**src/rtl/edt_pkg.sv**
```systemverilog
// Shared types, constants and the arctangent table for the equirect texel mapper.
// No dependencies; imported by every module of the block.
`default_nettype none
package edt_pkg;
  localparam int CW = 34;  // CORDIC datapath width
  localparam int SW = 31;  // square-root cell width

  typedef struct packed {
    logic signed [CW-1:0] cx;
    logic signed [CW-1:0] cy;
    logic [31:0]          ang;
  } cordic_t;

  typedef struct packed {
    logic [SW-1:0] v;
    logic [SW-1:0] res;
  } sqrt_t;

  // atan(2^-i) in binary turns, 2^32 per turn
  function automatic logic [31:0] atan_turn(input int i);
    logic [31:0] t;
    unique case (i)
      0: t = 32'h20000000;  1: t = 32'h12E4051E;  2: t = 32'h09FB385B;
      3: t = 32'h051111D4;  4: t = 32'h028B0D43;  5: t = 32'h0145D7E1;
      6: t = 32'h00A2F61E;  7: t = 32'h00517C55;  8: t = 32'h0028BE53;
      9: t = 32'h00145F2F; 10: t = 32'h000A2F98; 11: t = 32'h000517CC;
      12: t = 32'h00028BE6; 13: t = 32'h000145F3; 14: t = 32'h0000A2FA;
      15: t = 32'h0000517D; 16: t = 32'h000028BE; 17: t = 32'h0000145F;
      18: t = 32'h00000A30; 19: t = 32'h00000518; 20: t = 32'h0000028C;
      21: t = 32'h00000146; 22: t = 32'h000000A3; 23: t = 32'h00000051;
      default: t = 32'h0;
    endcase
    return t;
  endfunction

  // Fold the vector into the right half-plane and scale by 2^14.
  function automatic cordic_t cordic_prep(input logic signed [16:0] num,
                                          input logic signed [16:0] den);
    cordic_t c;
    logic signed [CW-1:0] n, d;
    n = CW'(num);
    d = CW'(den);
    if (d < 0) begin
      if (n > 0) begin
        c.ang = 32'h40000000; c.cx = n;  c.cy = -d;
      end else begin
        c.ang = 32'hC0000000; c.cx = -n; c.cy = d;
      end
    end else begin
      c.ang = 32'h0; c.cx = d; c.cy = n;
    end
    c.cx = c.cx <<< 14;
    c.cy = c.cy <<< 14;
    return c;
  endfunction
endpackage
`default_nettype wire

```
**src/rtl/edt_sqrt_cell.sv**
```systemverilog
// One result bit of the pipelined integer square root.
// Depends on edt_pkg.
`default_nettype none
module edt_sqrt_cell #(
  parameter int STEP = 0
) (
  input  wire logic           clk,
  input  wire logic           en,
  input  wire edt_pkg::sqrt_t d_in,
  output edt_pkg::sqrt_t      d_out
);
  import edt_pkg::*;

  localparam logic [SW:0] BIT = (SW+1)'(1) << (30 - 2*STEP);

  logic [SW:0] trial;
  sqrt_t       nxt;

  always_comb begin
    trial = {1'b0, d_in.res} + BIT;
    if ({1'b0, d_in.v} >= trial) begin
      nxt.v   = d_in.v - trial[SW-1:0];
      nxt.res = (d_in.res >> 1) + BIT[SW-1:0];
    end else begin
      nxt.v   = d_in.v;
      nxt.res = d_in.res >> 1;
    end
  end

  always_ff @(posedge clk) begin
    if (en) d_out <= nxt;
  end
endmodule
`default_nettype wire

```
**config.mk**
```make
export PLATFORM = sky130hd
export DESIGN_NAME = edt_sqrt_cell
export DESIGN_NICKNAME = d
export VERILOG_FILES = /design/src/rtl/edt_pkg.sv /design/src/rtl/edt_sqrt_cell.sv
export SDC_FILE = /design/constraint.sdc
export NUM_CORES = 1
export LEC_CHECK = 0
export CAP_MARGIN = 30
export CORE_MARGIN = 4
export CORE_UTILIZATION = 55
export CTS_BUF_LIST = sky130_fd_sc_hd__clkbuf_8
export CTS_CLUSTER_DIAMETER = 150
export DETAILED_ROUTE_END_ITERATION = 6
export DONT_BUFFER_PORTS = 1
export PLACE_DENSITY = 0.73
export SYNTH_ARGS = -nofsm -noshare
export SYNTH_HDL_FRONTEND = slang
export SYNTH_SLANG_ARGS = --single-unit
```
**constraint.sdc**
```tcl
create_clock -name clk -period 2.41 [get_ports clk]
set_input_delay 0.1205 -clock clk [delete_from_list [all_inputs] [get_ports clk]]
set_output_delay 0.1205 -clock clk [all_outputs]
set_load 0.02 [all_outputs]
```
# == Yosys cells after proc, flatten, opt, wreduce, memory -nomap -nowiden ==
# Cells that the tools add are included.
# word_totals
latchBits,0
word_cells,8
mem_bits_rw,0
in_bits,64
romBits,0
register_bits,62
memories,0
# classes
shifts,0
reduce_logical,0
eq_ne,0
div_mod_pow,0
add_sub_neg,3
n_lt_le_gt_ge,1
mux,1
n_mul,0
n_bitwise,0
# op_table
op,n
two-way mux 62 bit,1
"adder 31 x 31 -> 32 bit, second input constant",1
>= comparator 31 x 32 -> 1 bit,1
"adder 30 x 31 -> 31 bit, second input constant",1
subtractor 31 bit,1

# == Logic depth before layout (Yosys ltp) ==
# depth
word_depth,3
mapped_depth,12
ltp_nobuf,11

# == Worst setup path after synthesis ==
# Ideal clock, no wire load.
# synth_timing
kind,in2reg
from,input d_in[31] in the netlist's numbering
to,register d_out[34] in the netlist's numbering (data pin)
arrival_ps,2404
path_stages,12
required_ps,2150
setup_slack_ps,-254
n_path_buf,1
cell_sequence,inv_1 ha_1 fa_1 nand2b_1 a2111oi_4 nor2_2 o21ai_4 o21ai_2 and2_4 inv_2 buf_6 mux2_4
# synth_rtl
item,line,rtl
"start, declared",edt_sqrt_cell.sv:9,"input wire edt_pkg::sqrt_t d_in,"
"end signal, assigned",edt_sqrt_cell.sv:31,if (en) d_out <= nxt;
"end, declared",edt_sqrt_cell.sv:10,output edt_pkg::sqrt_t d_out

==> impl_metrics.json <==
{
  "status": "finished, final reports clean",
  "dpl.hpwl_um": 8930,
  "area_delta_synth_final_pct": 30.47,
  "io_buffers": 0,
  "max-slew-margin-rel": 0.7372,
  "fp-row-count": 32,
  "worst_slack_ps": 160.7,
  "top_register": "d_out",
  "crit_chain": "inv_8 -> ha_4 -> fa_2 -> nand2b_4 -> a2111oi_4 -> buf_4 -> o2111ai_1 -> a31oi_1 -> a21boi_0 -> xnor2_1 -> mux2_4",
  "synth_async_sr_flop_share": 0,
  "arrival_ps": 2350,
  "worst-setup-path-type": "in -> reg",
  "wl_per_cell_um": 20.31,
  "drc": 0,
  "grt-ovfl-total": 0,
  "dp_slack_ps": -179.4,
  "dpl-instance-area_um2": 4981,
  "die_height_um": 97.80,
  "netlist_area_um2": 4436,
  "utilization": 0.7450,
  "avgSynthCellArea_um2": 10.44,
  "finalCritPeriodShare": 0.9333,
  "min_period_ps": 2249,
  "worstPathRequired_ps": 2510,
  "p_leak_nw": 2.506,
  "grt_first_pass_wirelength_um": 20910,
  "final_common_cell": "edfxtp_1",
  "cts_tree": "yes",
  "nets": 631,
  "p_total_mw": 3.567,
  "grt_pass1_vias": 4139,
  "tightest_slew_ps": 384.3,
  "dp_cells": 570,
  "via_per_inst": 6.067,
  "n_fill_cell": 555,
  "crit_fanout": 2,
  "synth_edf_count": 62,
  "crit_path_top_delay_cell": "a2111oi_4",
  "yosysSeqAreaShare": 0.4197,
  "grtUsageTotal": 0.2736,
  "gp_congestion": 0.8919,
  "syn_inst": 425,
  "grt_max_degree": 63,
  "clk_pin_slew_ps": 70,
  "max_stage_delay_ps": 420,
  "rsz0062_at_grt": "no",
  "fin_area_um2": 5787,
  "vias": 3889,
  "largest_reg_flops": 62,
  "min_from": "d_in[33]",
  "finalNonFillerCells": 641,
  "io_pins": 126,
  "syn_nets": 522,
  "hp-class": "in -> reg",
  "hold_violations": 0,
  "synth_flop_cell": "edfxtp_1",
  "synth_cell_types": 62,
  "die_x_um": 97.80,
  "cts.root.buffer_cell": "clkbuf_8",
  "ctsResizeCount": 0,
  "wl_um": 13020,
  "hold_path_end": "d_out[33]",
  "peakVddDrop_mv": 0.3549,
  "cap_violations": 0,
  "layout-drive-gt1-share": 0.1985,
  "first_pass_iters": 4,
  "antennaDiodeCount": 0,
  "antenna_found_initial": 0,
  "dr.first_iter.drc_count": 206,
  "yosys_warnings": 0,
  "post_cts_buffers": 0,
  "drv_slew": 0,
  "initial_utilization": 0.5710,
  "cp-start-kind": "input port",
  "synth-seq-cells": 62,
  "final_cell_mix": "62 x edfxtp_1, 57 x buf_4, 54 x dlygate4sd3_1, 43 x inv_1, 31 x ha_1",
  "crit_path_end_kind": "register",
  "cts.sinks": 62,
  "cts_buffers": 9,
  "p_per_area_nw_per_um2": 616.4,
  "setup_viol": 0,
  "die_area_um2": 9565,
  "holdPathStages": 2,
  "cts-htree-levels": 3,
  "timing.fmax_mhz": 444.6,
  "clk_path_buf_depth": 2,
  "reg.largest.list": "d_out (62)",
  "core_area_um2": 7767,
  "drtAntennaViolNets": 0
}
[final cells by class]
class	count	area [um2]	share of cell area
repair buffers	114	1036	0.1790
inverters	44	175.2	0.03027
flip-flops and latches	62	1862	0.3217
clock inverters	7	113.9	0.01968
well taps	102	127.6	0.02205
clock buffers	9	123.9	0.02141
multi-input cells	303	2349	0.4058
[synthesized netlist by cell type, types with 4 or more instances]
master | number | area [um2]
mux2_4 | 17 | 255.2
a21o_1 | 17 | 127.6
o21bai_1 | 4 | 30.03
nand2_1 | 26 | 97.59
nand4_1 | 7 | 43.79
a211oi_1 | 7 | 52.55
nor2_1 | 14 | 52.55
clkbuf_1 | 12 | 45.04
xor2_1 | 8 | 70.07
mux2i_1 | 4 | 40.04
o21a_1 | 6 | 45.04
inv_1 | 43 | 161.4
nor3_1 | 8 | 40.04
ha_1 | 32 | 400.4
o31ai_1 | 7 | 52.55
nand3_1 | 20 | 100.1
and3_1 | 6 | 37.54
o21ai_1 | 7 | 35.03
a31oi_1 | 6 | 37.54
a21oi_1 | 30 | 150.1
xnor2_1 | 11 | 96.34
edfxtp_1 | 62 | 1862
a21boi_0 | 4 | 30.03
o21ai_0 | 12 | 60.06
[power breakdown]
| group | total [mW] | internal, mW | switching (mW) |
|---|---|---|---|
| registers | 1.50 | 1.32 | 0.173 |
| clock network | 1.13 | 0.682 | 0.446 |
| logic | 0.944 | 0.467 | 0.477 |
| total | 3.57 | 2.47 | 1.10 |
[worst max-delay path by stage]
stage                        start         to  slack [ps]  cells after the start
final                     d_in[31]  d_out[53]         160                     11
after detailed placement  d_in[31]  d_out[53]        -180                     11
after global placement    d_in[31]  d_out[53]        -130                     11
after global routing      d_in[31]  d_out[53]          10                     11
after floorplan           d_in[31]  d_out[48]         -80                     12
after CTS                 d_in[31]  d_out[53]         170                     11
[logic make-up after synthesis]
family / count (synthesis) / synth area share
fa+ha+maj: 33 / 0.09478
flops: 62 / 0.4197
simple gates: 99 / 0.1134
compound gates: 129 / 0.2071
buf+inv: 60 / 0.05585
xor+xnor: 19 / 0.03752
mux: 23 / 0.07165
[timing repair]
action / in CTS / in global routing
hold endpoints to repair: 116 / 0
hold buffers: 55 / 0
setup endpoints to repair: 0 / 0
[per-stage QoR]
| stage | hold WS (ps) | TNS, ps |
|---|---|---|
| after floorplan | 219.4 | -1345 |
| after global placement | 219.5 | -2002 |
| after detailed placement | 219.5 | -2729 |
| after CTS | 0.4340 | 0 |
| after global routing | 32.52 | 0 |
| final | 15.95 | 0 |
[layer usage]
metal | up-vias | part of all wire | GRT usage
met5 | - | 0 | 0
met4 | 0 | 0.022 | 0.08733
met3 | 25 | 0.084 | 0.07071
met2 | 189 | 0.48 | 0.4539
met1 | 1843 | 0.41 | 0.3511
li1 | 1832 | - | -
[worst max-delay path: cells and delay by family]
family	cells	cell delay, ps
muxes	1	250
xor gates and xnor gates	1	140
buffers and inverters	2	190
adders and majority gates	2	500
and+or+nand+nor	1	170
AOI/OAI and AO/OA	4	970
No activity file was read; power rests on OpenSTA's default activity.
